`src/hw/rtl/mwpo_pkg.sv`:
```
`timescale 1ns / 1ps

package mwpo_pkg;

	// field widths
	localparam int unsigned MODE_W = 3;
	localparam int unsigned FREQ_W = 24;
	localparam int unsigned PSET_W = 32;
	localparam int unsigned SR_W   = 19;
	localparam int unsigned SMP_W  = 16;
	localparam int unsigned ROM_W  = 15;

	// waveform codes
	localparam logic [MODE_W-1:0] MODE_PHASOR   = 3'd0;
	localparam logic [MODE_W-1:0] MODE_SINE     = 3'd1;
	localparam logic [MODE_W-1:0] MODE_SQUARE   = 3'd2;
	localparam logic [MODE_W-1:0] MODE_SAWTOOTH = 3'd3;
	localparam logic [MODE_W-1:0] MODE_TRIANGLE = 3'd4;

	localparam logic [SR_W-1:0] SR_RESET = 19'd48000;

	// full-scale sample limits in q1.15
	localparam logic signed [SMP_W-1:0] SMP_MAX = 16'sh7FFF;
	localparam logic signed [SMP_W-1:0] SMP_MIN = 16'sh8000;

	// quarter-wave table constants, q2.30
	localparam longint unsigned HALF_PI_Q30 = 64'd1686629713;
	localparam longint unsigned ONE_Q30     = 64'd1 << 30;
	localparam longint unsigned ROUND_Q15   = 64'd1 << 14;
	localparam longint unsigned ROM_MAX     = 64'd32767;

	// channel payloads
	typedef struct packed {
		logic [MODE_W-1:0]        mode;
		logic signed [FREQ_W-1:0] frequency;
		logic [PSET_W-1:0]        phase_setting;
	} req_t;

	typedef struct packed {
		logic signed [SMP_W-1:0] sample;
	} res_t;

	typedef struct packed {
		logic [SR_W-1:0] sample_rate;
	} cfg_t;

	// sequencer to phase accumulator
	typedef struct packed {
		logic reload;
		logic carry_init;
		logic step;
	} phase_ctl_t;

	// sequencer to divider
	typedef struct packed {
		logic start;
		logic rotate;
	} div_ctl_t;

	// divider back to sequencer and accumulator
	typedef struct packed {
		logic busy;
		logic inc_bit;
		logic neg;
	} div_sts_t;

	// one quarter-wave entry, taylor series in horner form, evaluated at elaboration
	function automatic logic [ROM_W-1:0] sine_entry(input longint unsigned k,
			input int unsigned bits);
		longint unsigned a;
		longint unsigned a2;
		longint unsigned u;
		longint unsigned s;
		a  = (k * HALF_PI_Q30) >> bits;
		a2 = (a * a) >> 30;
		u  = ONE_Q30 - a2 / 72;
		u  = ONE_Q30 - ((a2 * u) >> 30) / 42;
		u  = ONE_Q30 - ((a2 * u) >> 30) / 20;
		u  = ONE_Q30 - ((a2 * u) >> 30) / 6;
		s  = (a * u) >> 30;
		s  = (s + ROUND_Q15) >> 15;
		if (s > ROM_MAX) begin
			s = ROM_MAX;
		end
		return s[ROM_W-1:0];
	endfunction

endpackage

```
`src/hw/rtl/mwpo_div.sv`:
```
`timescale 1ns / 1ps

// bit-serial restoring divider: |frequency| * 2^(PHASE_BITS-8) / sample_rate,
// one quotient bit per cycle, msb first; the low PHASE_BITS quotient bits are
// kept as the increment magnitude and later rotated out lsb first
module mwpo_div import mwpo_pkg::*; #(
	parameter int unsigned PHASE_BITS = 32
) (
	input  logic                     clk,
	input  logic                     arst_n,
	input  div_ctl_t                 ctl,
	input  logic signed [FREQ_W-1:0] frequency,
	input  logic [SR_W-1:0]          sample_rate,
	output div_sts_t                 sts
);

	localparam int unsigned DIV_STEPS = PHASE_BITS + 16;
	localparam int unsigned CNT_W     = $clog2(DIV_STEPS);

	logic                  busy_q;
	logic [CNT_W-1:0]      cnt_q;
	logic [FREQ_W-1:0]     dvd_q;
	logic [SR_W-1:0]       rem_q;
	logic [PHASE_BITS-1:0] inc_q;
	logic                  neg_q;

	logic [FREQ_W-1:0] freq_u;
	logic [FREQ_W-1:0] mag;
	logic [SR_W:0]     trial;
	logic [SR_W:0]     diff;
	logic              ge;

	// magnitude of the frequency; the most negative value maps to itself
	assign freq_u = frequency;
	assign mag    = freq_u[FREQ_W-1] ? (~freq_u + 24'd1) : freq_u;

	// one trial subtraction; a zero divisor yields a zero quotient
	assign trial = {rem_q, dvd_q[FREQ_W-1]};
	assign diff  = trial - {1'b0, sample_rate};
	assign ge    = (sample_rate != '0) && (trial >= {1'b0, sample_rate});

	// control and increment state
	always_ff @(posedge clk or negedge arst_n) begin
		if (!arst_n) begin
			busy_q <= 1'b0;
			cnt_q  <= '0;
			inc_q  <= '0;
			neg_q  <= 1'b0;
		end else if (ctl.start) begin
			busy_q <= 1'b1;
			cnt_q  <= '0;
			neg_q  <= freq_u[FREQ_W-1];
		end else if (busy_q) begin
			inc_q <= {inc_q[PHASE_BITS-2:0], ge};
			cnt_q <= cnt_q + 1'b1;
			if (cnt_q == CNT_W'(DIV_STEPS - 1)) begin
				busy_q <= 1'b0;
			end
		end else if (ctl.rotate) begin
			inc_q <= {inc_q[0], inc_q[PHASE_BITS-1:1]};
		end
	end

	// dividend and partial remainder
	always_ff @(posedge clk) begin
		if (ctl.start) begin
			dvd_q <= mag;
			rem_q <= '0;
		end else if (busy_q) begin
			dvd_q <= {dvd_q[FREQ_W-2:0], 1'b0};
			rem_q <= ge ? diff[SR_W-1:0] : trial[SR_W-1:0];
		end
	end

	// negative increments are added as inverted bits plus a carry in
	assign sts.busy    = busy_q;
	assign sts.inc_bit = inc_q[0] ^ neg_q;
	assign sts.neg     = neg_q;

endmodule

```
`config.mk`:
```
export PLATFORM = sky130hd
export DESIGN_NAME = mwpo_div
export DESIGN_NICKNAME = d
export VERILOG_FILES = /design/src/hw/rtl/mwpo_pkg.sv /design/src/hw/rtl/mwpo_div.sv
export SDC_FILE = /design/constraint.sdc
export NUM_CORES = 1
export LEC_CHECK = 0
export BUFFER_PORTS_ARGS = -buffer_cell sky130_fd_sc_hd__buf_2
export CORE_UTILIZATION = 49
export CTS_BUF_LIST = sky130_fd_sc_hd__clkbuf_8 sky130_fd_sc_hd__clkbuf_16
export DETAILED_ROUTE_END_ITERATION = 12
export GPL_ROUTABILITY_DRIVEN = 1
export HOLD_SLACK_MARGIN = 0.06
export PLACE_DENSITY_LB_ADDON = 0.15
export SKIP_CTS_REPAIR_TIMING = 1
export SLEW_MARGIN = 20
export SYNTH_ARGS = -nofsm -noshare
export SYNTH_HDL_FRONTEND = slang
export SYNTH_SLANG_ARGS = --single-unit
```
`constraint.sdc`:
```
create_clock -name clk -period 5.75 [get_ports clk]
set_input_delay 0.8625 -clock clk [delete_from_list [all_inputs] [get_ports clk]]
set_output_delay 0.8625 -clock clk [all_outputs]
set_load 0.005 [all_outputs]
```
==> results.yml <==
outcome:
  outcome: "complete, no violations"
floorplanning:
  core_mm2: 0.01028
  die_area_mm2: 0.01096
  pin_count: 50
  initial_utilization_pct: 50.28
  die_w_um: 104.7
  num_rows: 37
  chipHeight_um: 104.7
placed_design:
  io_buffers: 49
  place_congestion: 0.9046
  place_hpwl_um: 7717
  placed_cell_area_mm2: 0.005474
  post-place-ws_ns: 2.079
timing:
  slew_headroom_pct: 37.58
  max_freq_mhz: 301.9
  fin_skew_ns: 0.01756
  finalWorstSetupSlack_ns: 2.438
  rsz0062_at_grt: "no"
  hold_viol_final: 0
  whs_ns: 0.4808
  worst_slew_pin_slew_ns: 0.9352
  fin_crit_sh_pct: 57.60
  setup_viol: 0
  setup_tns_ns: 0
  period_needed_ns: 3.312
  slew_viol_final: 0
worst_setup_path:
  cp_max_fo: 22
  end_kind: "flip-flop"
  critPathLaunchType: "input port"
  crit_type: "in -> reg"
  cp.required_ns: 6.03
  crit_arrival_ns: 3.59
synth:
  ys_types: 60
  synth_area_leader_cell: "dfrtp_1"
  synth_common_cells: "69 x nand2_1, 49 x mux2i_1, 48 x nor2_1, 40 x dfrtp_1, 37 x o21ai_0"
  synth_compound_area_share_pct: 17.82
  yosys.area_share.simple_pct: 14.89
  synth_mux_area_share_pct: 10.00
  synth_top_area_share_pct: 19.37
  yosysMostFrequentCell: "nand2_1"
  async_flop_share_pct: 48.19
  yosysWarnings: 0
  synth_fa_ha_area_share_pct: 5.472
  synth-seq-area-share_pct: 40.68
  synthCells: 561
  synth_nets: 630
  ys_top_cells_by_area: "dfrtp_1 19%, edfxtp_1 14%, mux2i_1 9.5%"
  ys_ff_latch: 83
  synth_ff_type: "dfrtp_1"
  syn-cell-area_mm2: 0.005167
  synth_top_family_by_area: "compound AO/OA/AOI/OAI gates"
  synth_edf_count: 24
  synth_xor_area_share_pct: 6.610
  syn_avg_cell_area_um2: 9.211
layout:
  utilization_pct: 55.44
  diodes: 0
  fillers: 963
  fin_area_mm2: 0.005698
  drive_above_1_share_pct: 13.86
  layout.nets: 663
  area_delta_synth_final_pct: 10.27
cts:
  ctsLongestPathBuffers: 2
  clk_latency_ns: 0.36
  clkTransAtPathRegs_ns: 0.09
  cts-root-buf: "clkbuf_8"
  cts.sinks: 83
  cts_buffers: 9
  htreeDepth: 3
  cts_tree: "built"
routing:
  vias: 4010
  drtIter0Drc: 177
  detail_route.wl_per_cell_um: 14.39
  via_per_inst: 5.456
  drtPass1Iterations: 4
  drc_errors: 0
  drt-total-wl_um: 10580
  ant_nets: 0
global_route:
  grt_pass1_vias: 3915
  gr-total-overflow: 0
  grt_start_max_net_pins: 70
  antenna_found_initial: 0
  grt_usage_pct: 20.80
  grt_pass1_wl_um: 18480
hold_path:
  min-delay-path-class: "reg -> reg"
pwr:
  cellLeakagePower_nw: 2.588
  vdd_drop_max_mv: 0.1028
  power.density_mw_per_mm2: 218.6
job:
  max_cap_viol_count: 0
[stage by stage]
step                std cells  power (W)
finish                    735   0.001246
detailed placement        718  0.0008378
CTS                       734   0.001263
global placement          718  0.0008326
global route              735   0.001314
floorplan                 561  0.0007792
[power by group]
part           internal, W  switching [W]
clock             0.000203       0.000214
sequential        0.000646      0.0000194
combinational    0.0000680      0.0000947
total             0.000917       0.000328
[sequential cells by signal (all words and copies together), names as in the netlist]
signal  cells
busy_q      1
cnt_q       6
dvd_q      24
inc_q      32
neg_q       1
rem_q      19
[final timing paths]
check / startpoint / to / slack [ns] / cells after the start
worst max-delay path: sample_rate[5] / rem_q[0] / 2.44 / 11
worst min-delay path: rem_q[18] / rem_q[18] / 0.48 / 2
worst max register to register: dvd_q[23] / rem_q[0] / 2.57 / 12
worst min register to register: rem_q[18] / rem_q[18] / 0.48 / 2
max in group asynchronous: arst_n / busy_q / 4.47 / 1
min in group asynchronous: arst_n / inc_q[12] / 0.62 / 1
[area by class of cell]
class,instances,area (µm²),area share [%]
clock buffers,9,123.9,2.174
clock inverters,7,72.57,1.274
inverters,26,97.59,1.713
multi-input cells,422,2843,49.89
flip-flops and latches,83,2103,36.91
well taps,136,170.2,2.986
repair buffers,52,287.8,5.051
[worst max-delay path, stage by stage]
cell and delay, ns:
buf_2 0.09, inv_1 0.04, ha_1 0.38, nand4_1 0.20, a21oi_2 0.17, o41a_1 0.22, nor4b_2 0.07, or2_1 0.32
a21oi_4 0.66, mux2_4 0.36, a211oi_2 0.20
[cell families (layout without fill, tap and decap cells)]
family | Yosys count | count (layout)
xor+xnor | 39 | 39
mux | 51 | 51
simple gates | 168 | 168
flops | 83 | 83
fa+ha+maj | 22 | 22
compound gates | 142 | 142
buf+inv | 56 | 94
[cell usage in the layout, fill, tap and decap left out, types with 5 or more instances in the layout]
cell type / instances
o21ai_1: 16
clkbuf_8: 9
mux2i_1: 49
a211oi_1: 11
o21ai_0: 37
nand3_1: 6
nand4_1: 8
ha_1: 21
nand2_1: 69
xor2_1: 26
o31ai_1: 8
dfxtp_1: 19
nor3_1: 5
dfrtp_1: 39
a21oi_1: 35
xnor2_1: 13
nor4_1: 5
buf_2: 49
edfxtp_1: 24
nand2b_1: 5
nor2_1: 48
inv_1: 26
[metal layers]
metal | vias up | wire, µm | track usage (%)
met5 | - | 0 | 0
met4 | 0 | 70 | 6.740
met3 | 4 | 323 | 3.930
li1 | 2067 | - | -
met2 | 53 | 4891 | 33.35
met1 | 1886 | 5293 | 28.37
No activity file was read; power rests on OpenSTA's default activity.
