## config.mk

```make
export PLATFORM = sky130hd
export DESIGN_NAME = mwpo_phase
export DESIGN_NICKNAME = d
export VERILOG_FILES = /design/src/hw/rtl/mwpo_pkg.sv /design/src/hw/rtl/mwpo_phase.sv
export SDC_FILE = /design/constraint.sdc
export NUM_CORES = 1
export LEC_CHECK = 0
export BUFFER_PORTS_ARGS = -buffer_cell sky130_fd_sc_hd__buf_2
export CORE_UTILIZATION = 42
export CTS_CLUSTER_DIAMETER = 60
export DETAILED_ROUTE_END_ITERATION = 7
export PLACE_DENSITY = 0.74
export SKIP_CTS_REPAIR_TIMING = 1
export SLEW_MARGIN = 20
export SYNTH_ARGS = -nofsm -noshare
export SYNTH_HDL_FRONTEND = slang
export SYNTH_SLANG_ARGS = --single-unit
```

## constraint.sdc

```tcl
create_clock -name clk -period 1.2 [get_ports clk]
set_clock_uncertainty 0.1 [all_clocks]
set_input_delay 0 -clock clk [delete_from_list [all_inputs] [get_ports clk]]
set_output_delay 0 -clock clk [all_outputs]
set_load 0.02 [all_outputs]
```

## src/hw/rtl/mwpo_pkg.sv

```systemverilog
`timescale 1ns / 1ps

package mwpo_pkg;

	// field widths
	localparam int unsigned MODE_W = 3;
	localparam int unsigned FREQ_W = 24;
	localparam int unsigned PSET_W = 32;
	localparam int unsigned SR_W   = 19;
	localparam int unsigned SMP_W  = 16;
	localparam int unsigned ROM_W  = 15;

	// waveform codes
	localparam logic [MODE_W-1:0] MODE_PHASOR   = 3'd0;
	localparam logic [MODE_W-1:0] MODE_SINE     = 3'd1;
	localparam logic [MODE_W-1:0] MODE_SQUARE   = 3'd2;
	localparam logic [MODE_W-1:0] MODE_SAWTOOTH = 3'd3;
	localparam logic [MODE_W-1:0] MODE_TRIANGLE = 3'd4;

	localparam logic [SR_W-1:0] SR_RESET = 19'd48000;

	// full-scale sample limits in q1.15
	localparam logic signed [SMP_W-1:0] SMP_MAX = 16'sh7FFF;
	localparam logic signed [SMP_W-1:0] SMP_MIN = 16'sh8000;

	// quarter-wave table constants, q2.30
	localparam longint unsigned HALF_PI_Q30 = 64'd1686629713;
	localparam longint unsigned ONE_Q30     = 64'd1 << 30;
	localparam longint unsigned ROUND_Q15   = 64'd1 << 14;
	localparam longint unsigned ROM_MAX     = 64'd32767;

	// channel payloads
	typedef struct packed {
		logic [MODE_W-1:0]        mode;
		logic signed [FREQ_W-1:0] frequency;
		logic [PSET_W-1:0]        phase_setting;
	} req_t;

	typedef struct packed {
		logic signed [SMP_W-1:0] sample;
	} res_t;

	typedef struct packed {
		logic [SR_W-1:0] sample_rate;
	} cfg_t;

	// sequencer to phase accumulator
	typedef struct packed {
		logic reload;
		logic carry_init;
		logic step;
	} phase_ctl_t;

	// sequencer to divider
	typedef struct packed {
		logic start;
		logic rotate;
	} div_ctl_t;

	// divider back to sequencer and accumulator
	typedef struct packed {
		logic busy;
		logic inc_bit;
		logic neg;
	} div_sts_t;

	// one quarter-wave entry, taylor series in horner form, evaluated at elaboration
	function automatic logic [ROM_W-1:0] sine_entry(input longint unsigned k,
			input int unsigned bits);
		longint unsigned a;
		longint unsigned a2;
		longint unsigned u;
		longint unsigned s;
		a  = (k * HALF_PI_Q30) >> bits;
		a2 = (a * a) >> 30;
		u  = ONE_Q30 - a2 / 72;
		u  = ONE_Q30 - ((a2 * u) >> 30) / 42;
		u  = ONE_Q30 - ((a2 * u) >> 30) / 20;
		u  = ONE_Q30 - ((a2 * u) >> 30) / 6;
		s  = (a * u) >> 30;
		s  = (s + ROUND_Q15) >> 15;
		if (s > ROM_MAX) begin
			s = ROM_MAX;
		end
		return s[ROM_W-1:0];
	endfunction

endpackage

```

## src/hw/rtl/mwpo_phase.sv

```systemverilog
`timescale 1ns / 1ps

// phase accumulator: parallel reload from the phase setting, bit-serial add
module mwpo_phase import mwpo_pkg::*; #(
	parameter int unsigned PHASE_BITS = 32
) (
	input  logic                  clk,
	input  logic                  arst_n,
	input  phase_ctl_t            ctl,
	input  logic [PSET_W-1:0]     setting,
	input  logic                  inc_bit,
	input  logic                  carry_in,
	output logic [PHASE_BITS-1:0] phase
);

	logic [PHASE_BITS-1:0] phase_q;
	logic [PHASE_BITS-1:0] mapped;
	logic                  carry_q;
	logic                  sum_bit;
	logic                  carry_nxt;

	// setting is a q0.32 fraction; align it to the accumulator width
	generate
		if (PHASE_BITS >= PSET_W) begin : g_widen
			assign mapped = PHASE_BITS'(setting) << (PHASE_BITS - PSET_W);
		end else begin : g_narrow
			assign mapped = PHASE_BITS'(setting >> (PSET_W - PHASE_BITS));
		end
	endgenerate

	// full adder on the lsb
	assign sum_bit   = phase_q[0] ^ inc_bit ^ carry_q;
	assign carry_nxt = (phase_q[0] & inc_bit) | (carry_q & (phase_q[0] ^ inc_bit));

	always_ff @(posedge clk or negedge arst_n) begin
		if (!arst_n) begin
			phase_q <= '0;
			carry_q <= 1'b0;
		end else begin
			if (ctl.reload) begin
				phase_q <= mapped;
			end else if (ctl.step) begin
				phase_q <= {sum_bit, phase_q[PHASE_BITS-1:1]};
			end
			if (ctl.carry_init) begin
				carry_q <= carry_in;
			end else if (ctl.step) begin
				carry_q <= carry_nxt;
			end
		end
	end

	assign phase = phase_q;

endmodule

```

==> insert_results.sql, run 1 <==
INSERT INTO impl_metrics (metric_group, metric, value, unit) VALUES
('placement', 'globalplace.congestion', '0.665', ''),
('layout', 'share_of_post_route_cells_with_drive_strength_above_1', '33.9', '%'),
('clocking', 'clockBufferDepth', '2', ''),
('worst_setup_path', 'startpoint_type', 'flop', ''),
('worst_setup_path', 'critical_path.max_stage_delay', '0.52', 'ns'),
('logic_synthesis', 'yosys.cell_types.count', '12', ''),
('drt', 'detail_route.drc_violations', '0', ''),
('placement', 'place_worst_setup_slack', '-0.0801', 'ns'),
('timing', 'timing_max_transition_violations_final', '0', ''),
('job', 'drv.max_cap_violation_count', '0', ''),
('drt', 'detail_route.iter0.violations', '77', ''),
('power_and_ir_drop', 'power.net_switching', '0.864', 'mW'),
('logic_synthesis', 'postSynthAreaPerCell', '10.9', 'um^2'),
('clocking', 'tritoncts.num_buffers', '5', ''),
('drt', 'route.detailed.wl_per_inst', '13.4', 'um'),
('logic_synthesis', 'synth.top_cell.area_share', '52.4', '%'),
('timing', 'setup_viol', '1', ''),
('worst_setup_path', 'critPathBufInv', '0', ''),
('drt', 'met3RoutedLength', '192', 'um'),
('worst_setup_path', 'timing.critical_path.max_delay_family', 'adder cells', ''),
('global_routing', 'grt_first_pass_wirelength', '5210', 'um'),
('logic_synthesis', 'cells_after_synthesis', '144', ''),
('global_routing', 'pin_count_of_the_biggest_net_entering_global_routing', '65', ''),
('placement', 'postPlaceCellArea', '1950', 'um^2'),
('worst_setup_path', 'criticalPathCategory', 'flop to flop', ''),
('worst_setup_path', 'arrival_time_at_the_worst_endpoint', '1.39', 'ns'),
('layout', 'insertedDiodeCount', '0', ''),
('hold_path', 'worst_hold_path_type', 'input port to asynchronous set/reset pin', ''),
('die', 'die_width', '63.3', 'um'),
('status', 'violations', 'negative setup slack', ''),
('layout', 'register_area', '827', 'um^2'),
('timing', 'timing.final.crit_share', '107', '%'),
('layout', 'post-route-cell-area', '2390', 'um^2'),
('layout', 'nNetsFinal', '290', ''),
('die', 'number_of_placement_rows', '21', ''),
('power_and_ir_drop', 'total_power', '2.84', 'mW'),
('logic_synthesis', 'synth-async-reset-ratio', '100', '%'),
('power_and_ir_drop', 'vdd_drop_max', '0.750', 'mV'),
('drt', 'detailedRoute.firstPassIterationCount', '4', ''),
('logic_synthesis', 'synthDominantAreaCellType', 'sky130_fd_sc_hd__dfrtp_1', ''),
('die', 'initial_utilization', '45.5', '%'),
('placement', 'io_buffer_count', '70', ''),
('clocking', 'insertion_delay', '0.28', 'ns'),
('power_and_ir_drop', 'share_comb_of_total_power', '26.1', '%'),
('die', 'top_level_ports', '71', ''),
('die', 'fp.dieArea', '4000', 'um^2'),
('drt', 'routed-via-count', '1422', ''),
('layout', 'multiInputGateArea', '646', 'um^2'),
('status', 'outcome', 'complete, but fails checks', ''),
('logic_synthesis', 'commonest_cells_in_the_synthesized_netlist', 'sky130_fd_sc_hd__dfrtp_1 (33), sky130_fd_sc_hd__mux2i_1 (33), sky130_fd_sc_hd__nand2_1 (33)', ''),
('worst_setup_path', 'critical_path.slowest_cell', 'sky130_fd_sc_hd__fa_2', ''),
('logic_synthesis', 'ys_warn_count', '0', ''),
('timing', 'period_minus_slack', '1.28', 'ns'),
('logic_synthesis', 'synth_area', '1580', 'um^2'),
('worst_setup_path', 'path_max_fanout', '2', ''),
('drt', 'detailroute.wirelength.met2', '2100', 'um'),
('placement', 'hpwlAfterDp', '2180', 'um'),
('worst_setup_path', 'crit_path_cell_trace', 'fa_2 > mux2i_1 > o21ai_1', ''),
('clocking', 'cts-root-buf', 'sky130_fd_sc_hd__clkbuf_8', ''),
('layout', 'area.growth.synth_to_final', '51.9', '%'),
('layout', 'final.fill_count', '282', ''),
('clocking', 'clock_sink_count', '33', ''),
('timing', 'max_freq', '0.782', 'GHz'),
('drt', 'route.top_layer_used', 'met4', ''),
('worst_setup_path', 'worst_setup_path_end_kind', 'flop', ''),
('timing', 'max-slew-margin-rel', '75.5', '%'),
('logic_synthesis', 'synthesized_netlist_net_count', '184', ''),
('timing', 'tightestPinTransition', '0.367', 'ns'),
('power_and_ir_drop', 'netSwitchingFraction', '30.4', '%'),
('drt', 'wl_met1', '1640', 'um'),
('timing', 'crit_path_setup_slack_layout', '-0.0790', 'ns');
-- layer usage --
metal / GRT usage (%) / vias up
met1: 22.7 / 657
met4: 6.82 / 0
li1: - / 705
met5: 0 / -
met3: 5.62 / 8
met2: 24.9 / 52
-- worst reg2reg max path, stage by stage, from the launching register on --
cell and delay, ns:
sky130_fd_sc_hd__dfrtp_2 0.41, sky130_fd_sc_hd__fa_2 0.52, sky130_fd_sc_hd__mux2i_1 0.06, sky130_fd_sc_hd__o21ai_1 0.11
-- flip-flops by register name (all words and copies together) (netlist names) --
signal and flops:
carry_q 1, phase 32
-- power groups by stage --
stage	Sequential, mW	Clock, mW	Combinational, mW
after floorplan	1.47	0	0.258
after global placement	1.34	0	0.626
after detailed placement	1.34	0	0.635
after CTS	1.32	0.813	0.635
after global routing	1.34	0.864	0.806
final	1.32	0.777	0.740
-- cells by family (layout without fill, tap and decap cells) --
kind of cell	after synthesis	count (layout)	share of synthesized area (%)
and+or+nand+nor	33	33	7.86
DFF	33	33	52.4
muxes	33	33	21.0
adders and majority gates	1	1	1.27
buffers and inverters	11	118	6.83
AOI/OAI and AO/OA	33	33	10.7
-- layout by cell type (no fill, tap or decap), types with 2 or more instances in the layout --
master / n
sky130_fd_sc_hd__mux2i_1: 33
sky130_fd_sc_hd__dlygate4sd3_1: 35
sky130_fd_sc_hd__buf_2: 69
sky130_fd_sc_hd__buf_12: 3
sky130_fd_sc_hd__dfrtp_1: 32
sky130_fd_sc_hd__clkbuf_8: 5
sky130_fd_sc_hd__buf_4: 2
sky130_fd_sc_hd__clkinv_2: 2
sky130_fd_sc_hd__o21ai_1: 29
sky130_fd_sc_hd__o21ai_0: 3
sky130_fd_sc_hd__nand2_1: 33
-- metrics by stage --
| stage | cells | TNS (ns) | util [%] | hold slack [ns] |
|---|---|---|---|---|
| after global routing | 297 | -0.186 | 69.0 | 0.0867 |
| after floorplan | 144 | -0.157 | - | -0.396 |
| final | 297 | -0.0790 | 69.0 | 0.0696 |
| after CTS | 261 | -0.0928 | 58.5 | -0.477 |
| after detailed placement | 253 | -0.0831 | 56.1 | -0.168 |
| after global placement | 253 | -0.0608 | 56.1 | -0.174 |
-- layout make-up --
class	instances	share of cell area, %
clock buffers	6	3.03
clock inverters	2	0.418
multi-input cells	100	27.0
flip-flops and latches	33	34.5
well taps	46	2.40
repair buffers	110	32.7
-- path summary, 6_finish.rpt --
| kind | start | end | slack [ns] | cells past startpoint |
|---|---|---|---|---|
| max | phase[0]$_DFFE_PN0P_ | phase[31]$_DFFE_PN0P_ | -0.08 | 3 |
| min in group clk | ctl[2] | phase[10]$_DFFE_PN0P_ | 0.09 | 4 |
| max in group asynchronous | arst_n | phase[0]$_DFFE_PN0P_ | 0.50 | 3 |
| min reg2reg | phase[6]$_DFFE_PN0P_ | phase[5]$_DFFE_PN0P_ | 0.47 | 2 |
| min | arst_n | phase[13]$_DFFE_PN0P_ | 0.07 | 2 |
| max reg2reg | phase[0]$_DFFE_PN0P_ | phase[31]$_DFFE_PN0P_ | -0.08 | 3 |
Power figures use the tool's default switching activity.
==> run 2, diff against run 1 <==
- ABC_AREA: not set -> 1
- ABC_CLOCK_PERIOD_IN_PS: not set -> 1600
- CORE_UTILIZATION: 42 -> 50
- PLACE_DENSITY: 0.74 -> 0.83
- clock period: 1.2 -> 1.6 ns (I/O delays scaled with it)
==> run 2 against run 1 <==
  * The flow finishes with violations (negative hold slack)
  * Count of clock-buffer cells in the layout is 1 lower
  * Register-to-register slack better by 0.39 ns
  * Critical path depth stayed put
  * Design area is 1.3% higher
  * Core utilization is 11 points higher
  * Global-route usage is 5.9 points higher
  * Sequential power is 25% lower
  * Combinational power is 30% lower
  * Flip-flop and latch count stayed put
  * Die area is 15% lower
  * Area after synthesis hardly changed
  * Largest cell class unchanged
==> insert_results.sql, run 2 <==
INSERT INTO impl_metrics (metric_group, metric, value, unit) VALUES
('worst_setup_path', 'path_max_fanout', '3', ''),
('logic_synthesis', 'synthFlopType', 'sky130_fd_sc_hd__dfrtp_1', ''),
('layout', 'layout_commonest_cell', 'sky130_fd_sc_hd__buf_2', ''),
('logic_synthesis', 'synth.top_cell.area_share', '52.3', '%'),
('drt', 'wl', '4310', 'um'),
('logic_synthesis', 'synth_compound_area_share', '0', '%'),
('placement', 'hpwlAfterDp', '2310', 'um'),
('drt', 'route.detailed.wl_per_inst', '12.6', 'um'),
('clocking', 'clock_sink_count', '33', ''),
('worst_setup_path', 'arrival_time_at_the_worst_endpoint', '1.47', 'ns'),
('power_and_ir_drop', 'total_power', '2.29', 'mW'),
('layout', 'layout.cells.most_common_list', 'sky130_fd_sc_hd__buf_2 (70), sky130_fd_sc_hd__nand2_1 (68), sky130_fd_sc_hd__nand3_1 (65), sky130_fd_sc_hd__dlygate4sd3_1 (43), sky130_fd_sc_hd__dfrtp_1 (33)', ''),
('layout', 'share_of_post_route_cells_with_drive_strength_above_1', '27.9', '%'),
('die', 'fp.dieArea', '3380', 'um^2'),
('die', 'top_level_ports', '71', ''),
('layout', 'flip_flop_count_of_the_largest_register_after_layout', '32', ''),
('job', 'drv.max_cap_violation_count', '0', ''),
('clocking', 'cts-root-buf', 'sky130_fd_sc_hd__clkbuf_4', ''),
('timing', 'tightestPinTransition', '0.708', 'ns'),
('timing', 'max-slew-margin-rel', '52.8', '%'),
('timing', 'max_freq', '0.776', 'GHz'),
('logic_synthesis', 'yosys.area_share.adder', '1.27', '%'),
('global_routing', 'grt_first_pass_wirelength', '5750', 'um'),
('logic_synthesis', 'synth.mux.area_fraction', '0', '%'),
('timing', 'timing_max_transition_violations_final', '0', ''),
('logic_synthesis', 'synth-async-reset-ratio', '100', '%'),
('clocking', 'clockBufferDepth', '2', ''),
('logic_synthesis', 'yosys.cell_count.top_type', 'sky130_fd_sc_hd__nand2_1', ''),
('clocking', 'cts_max_level', '2', ''),
('hold_path', 'timing.hold.worst_path_depth', '4', ''),
('clocking', 'tritoncts.num_buffers', '5', ''),
('timing', 'report.final.hold_viol_count', '1', ''),
('drt', 'vias_per_cell', '4.96', ''),
('clocking', 'cts_tree', 'yes', ''),
('global_routing', 'antenna_found_initial', '0', ''),
('timing', 'hold-worst-slack', '-0.00117', 'ns'),
('global_routing', 'pin_count_of_the_biggest_net_entering_global_routing', '34', ''),
('layout', 'area.growth.synth_to_final', '53.8', '%'),
('worst_setup_path', 'startpoint_type', 'flop', ''),
('worst_setup_path', 'cp_data_required_time', '1.78', 'ns'),
('logic_synthesis', 'commonest_cells_in_the_synthesized_netlist', 'sky130_fd_sc_hd__nand2_1 (68), sky130_fd_sc_hd__nand3_1 (65), sky130_fd_sc_hd__dfrtp_1 (33)', ''),
('layout', 'multiInputGateArea', '621', 'um^2'),
('power_and_ir_drop', 'power-per-cell-area', '942', 'nW/um^2'),
('timing', 'setup_tns', '0', 'ns'),
('global_routing', 'grtUsageTotal', '22.8', '%'),
('worst_setup_path', 'worst_setup_path_end_kind', 'flop', ''),
('drt', 'routed-via-count', '1693', ''),
('logic_synthesis', 'count_of_flip_flops_with_a_built_in_enable_after_synthesis', '0', ''),
('die', 'die_width', '58.2', 'um'),
('die', 'die_height', '58.2', 'um'),
('die', 'core_box_area', '3030', 'um^2'),
('clocking', 'cts.reportedPaths.clkPinSlew', '0.10', 'ns'),
('power_and_ir_drop', 'leakage', '1.25', 'nW'),
('worst_setup_path', 'r2r_start', 'phase[0]$_DFFE_PN0P_', ''),
('timing', 'period_minus_slack', '1.29', 'ns'),
('layout', 'register_area', '826', 'um^2'),
('clocking', 'insertion_delay', '0.34', 'ns'),
('logic_synthesis', 'yosys.cell_types.count', '10', ''),
('global_routing', 'gr_ovfl_total', '0', ''),
('logic_synthesis', 'ys_warn_count', '0', ''),
('logic_synthesis', 'postSynthAreaPerCell', '8.44', 'um^2'),
('status', 'violations', 'negative hold slack', ''),
('hold_path', 'min-delay-start', 'inc_bit', ''),
('layout', 'nNetsFinal', '336', ''),
('power_and_ir_drop', 'vdd_drop_max', '0.685', 'mV'),
('placement', 'io_buffer_count', '70', ''),
('logic_synthesis', 'main_combinational_cell_family_by_area_after_synthesis', 'simple AND/OR/NAND/NOR gates', ''),
('die', 'number_of_placement_rows', '20', ''),
('timing', 'setup_viol', '0', ''),
('worst_setup_path', 'critical_path.reg2reg.endpoint', 'phase[31]$_DFFE_PN0P_', ''),
('timing', 'timing.final.crit_share', '80.5', '%'),
('placement', 'globalplace.congestion', '0.749', ''),
('logic_synthesis', 'top_area_cells_in_the_synthesized_netlist', 'sky130_fd_sc_hd__dfrtp_1 (52%), sky130_fd_sc_hd__nand3_1 (21%), sky130_fd_sc_hd__nand2_1 (16%)', ''),
('hold_path', 'worst_hold_path_type', 'input port to flop', ''),
('worst_setup_path', 'criticalPathCategory', 'flop to flop', ''),
('worst_setup_path', 'ff2ff_path_depth', '3', ''),
('logic_synthesis', 'parity_gate_share_of_the_synthesized_area_counting_xor_and_xnor_cells', '0', '%'),
('drt', 'detail_route.drc_violations', '0', ''),
('logic_synthesis', 'synthDominantAreaCellType', 'sky130_fd_sc_hd__dfrtp_1', ''),
('die', 'initial_utilization', '52.1', '%'),
('worst_setup_path', 'timing.reg2reg.setup_slack', '0.31', 'ns'),
('drt', 'detail_route.iter0.violations', '92', ''),
('logic_synthesis', 'synth_area', '1580', 'um^2'),
('logic_synthesis', 'cells_after_synthesis', '187', ''),
('hold_path', 'hold_path_end', 'phase[31]$_DFFE_PN0P_', ''),
('timing', 'grt_setup_unrepaired', 'no', ''),
('drt', 'drt.antenna.violating_nets', '0', ''),
('logic_synthesis', 'synth.ff_latch_count', '33', ''),
('layout', 'insertedDiodeCount', '0', ''),
('global_routing', 'via_count_of_the_first_global_routing_pass', '1335', ''),
('logic_synthesis', 'area_share_of_and_or_nand_nor_cells_after_synthesis', '38.1', '%'),
('status', 'outcome', 'complete, but fails checks', ''),
('layout', 'final.fill_count', '201', ''),
('logic_synthesis', 'synth.yosys.seq_area_share', '52.3', '%'),
('drt', 'detailedRoute.firstPassIterationCount', '4', ''),
('logic_synthesis', 'synthesized_netlist_net_count', '227', '');
-- run 2: changes by cell type in the layout (fill, tap and decap cells not counted), sizes merged, moves of 2 or more --
| cell | before | now |
|---|---|---|
| buf | 75 | 73 |
| bufinv | 0 | 2 |
| mux2i | 33 | 0 |
| dlygate4sd3 | 35 | 43 |
| inv | 0 | 5 |
| nand3 | 0 | 65 |
| o21ai | 33 | 0 |
| nand2 | 33 | 68 |
-- run 2: layer usage --
layer	global-route usage [%]	vias up	routed length (um)
li1	-	829	-
met1	26.1	793	1760
met2	39.9	66	2240
met3	8.48	5	267
met4	6.12	0	42
met5	0	-	0
-- run 2: worst max-delay path by stage --
stage                             to            startpoint  slack, ns
5_1_grt          carry_q$_DFFE_PN0P_  phase[0]$_DFFE_PN0P_       0.26
6_report       phase[31]$_DFFE_PN0P_  phase[0]$_DFFE_PN0P_       0.31
4_1_cts        phase[31]$_DFFE_PN0P_  phase[0]$_DFFE_PN0P_       0.31
3_5_place_dp   phase[31]$_DFFE_PN0P_  phase[0]$_DFFE_PN0P_       0.34
2_1_floorplan  phase[31]$_DFFE_PN0P_  phase[0]$_DFFE_PN0P_       0.31
3_3_place_gp   phase[31]$_DFFE_PN0P_  phase[0]$_DFFE_PN0P_       0.38
-- run 2: final cells by class --
cell class                      instances  area share, %
Sequential cell                        33           34.0
Timing Repair Buffer                  116           33.1
Multi-Input combinational cell        135           25.6
Clock inverter                          3           2.68
Tap cell                               44           2.27
Clock buffer                            5           1.55
Inverter                                5          0.774
-- run 2: cell families (layout without fill, tap and decap cells) --
family | count (synthesis) | in the layout
adders and majority gates | 1 | 1
and+or+nand+nor | 134 | 134
buffers and inverters | 19 | 129
DFF | 33 | 33
-- run 2: stage by stage --
stage | hold slack [ns] | utilization, % | cell area, um^2 | setup slack [ns] | std cells
finish | -0.00117 | 80.1 | 2430 | 0.311 | 341
global route | -0.0101 | 80.1 | 2430 | 0.265 | 341
CTS | -0.374 | 65.9 | 2000 | 0.315 | 298
detailed placement | 0.00419 | 62.5 | 1890 | 0.339 | 290
global placement | 0.000849 | 62.5 | 1890 | 0.379 | 290
floorplan | -0.396 | - | 1580 | 0.307 | 187
-- run 2: worst max-delay path, cell delays in order, from the launching register on --
cell                      delay, ns
sky130_fd_sc_hd__dfrtp_1       0.43
sky130_fd_sc_hd__fa_1          0.52
sky130_fd_sc_hd__nand3_1       0.08
sky130_fd_sc_hd__nand3_1       0.11
-- run 2: power by group --
group	internal, mW	leakage, nW	switching [mW]	total, mW
clock network	0.484	0.0552	0.297	0.781
registers	0.920	0.403	0.0686	0.988
logic	0.224	0.794	0.293	0.517
total	1.63	1.25	0.659	2.29
